--- src/rtl/quadratic_probe_hash_table_defines.svh ---
// Assertion macros used by the hash table top level.
`ifndef QUADRATIC_PROBE_HASH_TABLE_DEFINES_SVH
`define QUADRATIC_PROBE_HASH_TABLE_DEFINES_SVH

// Checked property that is switched off while reset is asserted.
`define QPHT_ASSERT(lbl, prop, msg) \
  lbl: assert property (@(posedge clk_i) disable iff (!rst_ni) prop) else $error(msg);

// Checked property that also holds during reset.
`define QPHT_ASSERT_ALWAYS(lbl, prop, msg) \
  lbl: assert property (@(posedge clk_i) prop) else $error(msg);

`endif

--- src/rtl/qpht_pkg.sv ---
`timescale 1ns / 1ps

package qpht_pkg;

  localparam int KEY_W          = 64;
  localparam int PORT_PAYLOAD_W = 32;
  localparam int PORT_SLOT_W    = 10;

  typedef enum logic [1:0] {
    OP_LOOKUP = 2'd0,
    OP_INSERT = 2'd1,
    OP_CLEAR  = 2'd2,
    OP_RSVD   = 2'd3
  } op_e;

  typedef enum logic [1:0] {
    ST_OK        = 2'd0,
    ST_NOT_FOUND = 2'd1,
    ST_FULL      = 2'd2,
    ST_NULL_KEY  = 2'd3
  } status_e;

  typedef enum logic [2:0] {
    S_INIT_CLR,
    S_IDLE,
    S_OP_CLR,
    S_PROBE_RD,
    S_PROBE_CMP,
    S_RESP
  } state_e;

  // Which result the datapath latches when res_load is raised.
  typedef enum logic [2:0] {
    RES_OK,
    RES_NULL,
    RES_FULL,
    RES_NOT_FOUND,
    RES_HIT,
    RES_INS
  } res_sel_e;

  typedef struct packed {
    logic     load;       // capture the input transfer
    logic     sweep;      // clear the valid bit at the current address
    logic     advance;    // step to the next triangular probe
    logic     mem_write;  // write keys and payload at the probed slot
    logic     res_load;   // latch a pending result
    res_sel_e res_sel;
    logic     out_load;   // move the pending result to the output register
  } cmd_t;

  typedef struct packed {
    logic in_clear;
    logic in_probe;     // lookup or insert offered
    logic in_key_zero;
    logic op_insert;    // captured op is an insert
    logic empty;
    logic hit;
    logic last_probe;
    logic sweep_last;
    logic out_busy;
  } sts_t;

endpackage

--- src/rtl/qpht_ctrl.sv ---
`timescale 1ns / 1ps

module qpht_ctrl (
  input  logic           clk_i,
  input  logic           rst_ni,
  input  logic           in_valid_i,
  output logic           in_ready_o,
  input  qpht_pkg::sts_t sts_i,
  output qpht_pkg::cmd_t cmd_o
);
  import qpht_pkg::*;

  state_e state_q, state_d;

  always_ff @(posedge clk_i or negedge rst_ni) begin
    if (!rst_ni) begin
      state_q <= S_INIT_CLR;
    end else begin
      state_q <= state_d;
    end
  end

  always_comb begin
    state_d = state_q;
    case (state_q)
      S_INIT_CLR: if (sts_i.sweep_last) state_d = S_IDLE;
      S_IDLE: begin
        if (in_valid_i) begin
          if (sts_i.in_clear) begin
            state_d = S_OP_CLR;
          end else if (sts_i.in_probe && !sts_i.in_key_zero) begin
            state_d = S_PROBE_RD;
          end else begin
            state_d = S_RESP;
          end
        end
      end
      S_OP_CLR:    if (sts_i.sweep_last) state_d = S_RESP;
      S_PROBE_RD:  state_d = S_PROBE_CMP;
      S_PROBE_CMP: begin
        if (sts_i.empty || sts_i.hit || sts_i.last_probe) begin
          state_d = S_RESP;
        end else begin
          state_d = S_PROBE_RD;
        end
      end
      S_RESP:      if (!sts_i.out_busy) state_d = S_IDLE;
      default:     state_d = S_IDLE;
    endcase
  end

  always_comb begin
    cmd_o      = '0;
    in_ready_o = 1'b0;
    case (state_q)
      S_INIT_CLR: cmd_o.sweep = 1'b1;
      S_IDLE: begin
        in_ready_o = 1'b1;
        if (in_valid_i) begin
          cmd_o.load     = 1'b1;
          cmd_o.res_load = 1'b1;
          cmd_o.res_sel  = (sts_i.in_probe && sts_i.in_key_zero) ? RES_NULL : RES_OK;
        end
      end
      S_OP_CLR: begin
        cmd_o.sweep    = 1'b1;
        cmd_o.res_load = sts_i.sweep_last;
        cmd_o.res_sel  = RES_OK;
      end
      S_PROBE_RD: cmd_o = '0;
      S_PROBE_CMP: begin
        if (sts_i.empty || sts_i.hit) begin
          cmd_o.res_load = 1'b1;
          if (sts_i.op_insert) begin
            cmd_o.mem_write = 1'b1;
            cmd_o.res_sel   = RES_INS;
          end else begin
            cmd_o.res_sel = sts_i.hit ? RES_HIT : RES_NOT_FOUND;
          end
        end else if (sts_i.last_probe) begin
          cmd_o.res_load = 1'b1;
          cmd_o.res_sel  = RES_FULL;
        end else begin
          cmd_o.advance = 1'b1;
        end
      end
      S_RESP:  cmd_o.out_load = !sts_i.out_busy;
      default: cmd_o = '0;
    endcase
  end

endmodule

--- config.mk ---
export PLATFORM = sky130hd
export DESIGN_NAME = qpht_ctrl
export DESIGN_NICKNAME = d
export VERILOG_FILES = /design/src/rtl/quadratic_probe_hash_table_defines.svh /design/src/rtl/qpht_pkg.sv /design/src/rtl/qpht_ctrl.sv
export SDC_FILE = /design/constraint.sdc
export NUM_CORES = 1
export LEC_CHECK = 0
export BUFFER_PORTS_ARGS = -buffer_cell sky130_fd_sc_hd__buf_4
export CAP_MARGIN = 0
export CORE_AREA = 2 2 39 41
export DETAILED_ROUTE_END_ITERATION = 8
export DIE_AREA = 0 0 41 43
export GPL_TIMING_DRIVEN = 0
export SLEW_MARGIN = 20
export SYNTH_ARGS = -nofsm -noshare
export SYNTH_HDL_FRONTEND = slang
export SYNTH_SLANG_ARGS = --single-unit
--- constraint.sdc ---
create_clock -name clk_i -period 1.7 [get_ports clk_i]
set_clock_uncertainty 0.1 [all_clocks]
set_input_delay 0.17 -clock clk_i [delete_from_list [all_inputs] [get_ports clk_i]]
set_output_delay 0.17 -clock clk_i [all_outputs]
set_load 0.005 [all_outputs]
==> reports/metrics.yaml <==
global_route:
  gr-usage-all-layers_pct: 13.0
  grt_pass1_wl_um: 1470
  grt_max_degree: 8
  antenna_found_initial: 0
  gr-total-overflow: 0
  grt_pass1_vias: 372
place:
  placed_cells: 77
  hpwlAfterDp_um: 673
  placed_cell_area_um2: 489
  port_buffers: 21
  gp_congestion: 0.819
setup_path:
  crit_type: "flip-flop to output pin"
  cp_slowest_cell: "or3b_4"
  cp.arrival_ps: 1440
  crit_buf_inv: 1
  end_kind: "output pin"
  required_ps: 1430
  crit_family: "simple AND/OR/NAND/NOR gates"
  crit_chain: "or3b_4, nor4_4, buf_4"
  cpPeakStageDelay_ps: 440
  crit_fanout: 4
  start_kind: "flip-flop"
layout:
  area_growth_pct: 92.0
  drive_gt1_share_pct: 55.6
  stdcell_area_um2: 598
  antennaDiodeCount: 0
  final_cell_count_no_fill: 88
  reg.largest.list: "state_q (3)"
  regMostFlops: "state_q"
  final_util_pct: 43.2
  largest_reg_flops: 3
  nets: 85
flow_run:
  cap_violations: 0
sta:
  grt_setup_unrepaired: "true"
  finalHoldViolCount: 0
  setup_tns_ps: -8.65
  clock.fmax_mhz: 585
  setup_violations: 1
  worst_pin_slew_ps: 273
  setup_ws_ps: -8.65
  max_slew_margin_pct: 81.7
  fin_crit_sh_pct: 101
  post-route-min-period_ps: 1710
  final_max_slew_viol_count: 0
logic_synthesis:
  ys_seq_area_share_pct: 24.1
  synthCells: 40
  syn_area_um2: 312
  ys_types: 22
  syn_area_per_cell_um2: 7.79
  synth_seq_cells: 3
  ys_warn_count: 0
  synth_fp_nets: 52
clocking:
  cts_buffer_depth: 2
  cts.htree.levels: 1
  worst_skew_pair.late_latency_ps: 240
  clk_pin_slew_ps: 40
  cts_inserted_buffers: 3
  cts_sinks: 3
  cts_tree: "built"
  cts_root_buf: "clkbuf_4"
power:
  powerDensity_nw_per_um2: 1280
  ir_worst_vdd_mv: 0.457
  leakagePower_nw: 0.292
  power_w: 0.000764
outcome:
  status: "complete, but fails checks"
  violations: "setup timing"
route:
  vias: 416
  routed_wl_um: 934
  postRouteAntennaNets: 0
  route.detailed.drc: 0
  dr_wl_met2_um: 519
  drt_first_iter_violations: 6
  routedWlPerCell_um: 10.6
  drtPass1Iterations: 4
  drt-met1-wl_um: 360
  highest_layer: "met4"
  met3RoutedLength_um: 31
  viasPerCell: 4.73
floorplan:
  die_w_um: 41
  std_cell_rows: 14
  fp.coreArea_um2: 1380
  die_area_um2: 1760
  start_util_pct: 22.5
  ioPinCount: 22
  dieHeight_um: 43
hold_path:
  hp-class: "input pin to flip-flop"
==> cell type report <==
class	instances	area (um^2)
Inverter	3	11.3
Tap cell	16	20.0
Multi-Input combinational cell	33	239
Clock buffer	4	26.3
Timing Repair Buffer	28	213
Fill cell	147	786
Sequential cell	3	77.6
Buffer	1	11.3
==> final timing paths <==
check | start | to | slack, ps | depth (start not counted)
min in group asynchronous | rst_ni | state_q[1]$_DFFE_PN0P_ | 150 | 2
max in group asynchronous | rst_ni | state_q[0]$_DFFE_PN0P_ | 1240 | 2
min reg2reg | state_q[0]$_DFFE_PN0P_ | state_q[1]$_DFFE_PN0P_ | 480 | 1
max | state_q[1]$_DFFE_PN0P_ | cmd_o[6] | -9 | 3
max reg2reg | state_q[1]$_DFFE_PN0P_ | state_q[1]$_DFFE_PN0P_ | 90 | 6
min | sts_i[1] | state_q[1]$_DFFE_PN0P_ | 50 | 2
==> metal layers <==
metal	global-route usage (%)	up-vias
li1	-	211
met2	18.1	10
met1	15.1	193
met3	4.71	2
met4	10.0	0
met5	0	-
==> through the flow <==
stage | hold WS (ps) | setup slack (ps)
after floorplan | -226 | 329
after global placement | -142 | 106
after detailed placement | -141 | 117
after CTS | 51.3 | -11.9
after global routing | 41.5 | -88.1
final | 53.9 | -8.65
==> cells by family (layout without fill, tap and decap cells) <==
family | after synthesis | after routing | share of synthesized area, %
AOI/OAI and AO/OA | 13 | 13 | 29.3
muxes | 1 | 1 | 3.21
DFF | 3 | 3 | 24.1
and+or+nand+nor | 19 | 19 | 36.1
buffers and inverters | 4 | 36 | 7.23
==> cells in the final DEF (no fill, tap or decap) <==
| cell | synthesis | routed |
|---|---|---|
| a211oi_1 | 1 | 1 |
| a21o_1 | 1 | 1 |
| a21oi_1 | 2 | 2 |
| a21oi_2 | 1 | 1 |
| a221o_1 | 1 | 1 |
| buf_4 | 0 | 27 |
| buf_6 | 1 | 1 |
| clkbuf_1 | 0 | 1 |
| clkbuf_4 | 0 | 3 |
| dfrtp_1 | 3 | 1 |
| dfrtp_2 | 0 | 2 |
| dlygate4sd3_1 | 0 | 1 |
| inv_1 | 3 | 3 |
| mux2i_1 | 1 | 1 |
| nand2_1 | 5 | 4 |
| nand2_2 | 0 | 1 |
| nand2b_1 | 1 | 1 |
| nand3_1 | 3 | 3 |
| nor2_1 | 6 | 6 |
| nor3_4 | 0 | 1 |
| nor3b_4 | 0 | 1 |
| nor4_4 | 1 | 1 |
| o21ai_0 | 3 | 3 |
| o22ai_1 | 1 | 1 |
| o311a_1 | 1 | 1 |
| o31ai_2 | 0 | 1 |
| o32ai_1 | 1 | 1 |
| or3b_4 | 1 | 1 |
==> cell usage after synthesis <==
cell      count  share of area, %
nand3_1       3               4.8
o32ai_1       1               2.8
a221o_1       1               3.2
inv_1         3               3.6
nand2b_1      1               2.0
nor2_1        6               7.2
dfrtp_1       3                24
o31ai_1       1               2.4
nor3_2        1               3.2
a21oi_1       2               3.2
o21ai_0       3               4.8
a21o_1        1               2.4
a21oi_2       1               2.8
nor3b_1       1               2.4
o311a_1       1               3.2
a211oi_1      1               2.4
nor4_4        1               6.8
mux2i_1       1               3.2
o22ai_1       1               2.0
or3b_4        1               3.6
nand2_1       5               6.0
buf_6         1               3.6
==> report_power, final <==
group / internal [W] / switching, W / leakage (nW)
clock: 0.0000881 / 0.0000401 / 0.0150
combinational: 0.000261 / 0.000221 / 0.241
sequential: 0.000106 / 0.0000485 / 0.0357
total: 0.000455 / 0.000309 / 0.292
==> repair_timing <==
action | 4_1_cts | 5_1_grt
endpoints found under the hold margin | 3 | 0
setup buffers | 5 | 1
resized for setup | 3 | 4
setup endpoints to repair | 3 | 3
hold buffers | 1 | 0
gates cloned | 0 | 0
Note: power is estimated with default switching activity, not from simulation.
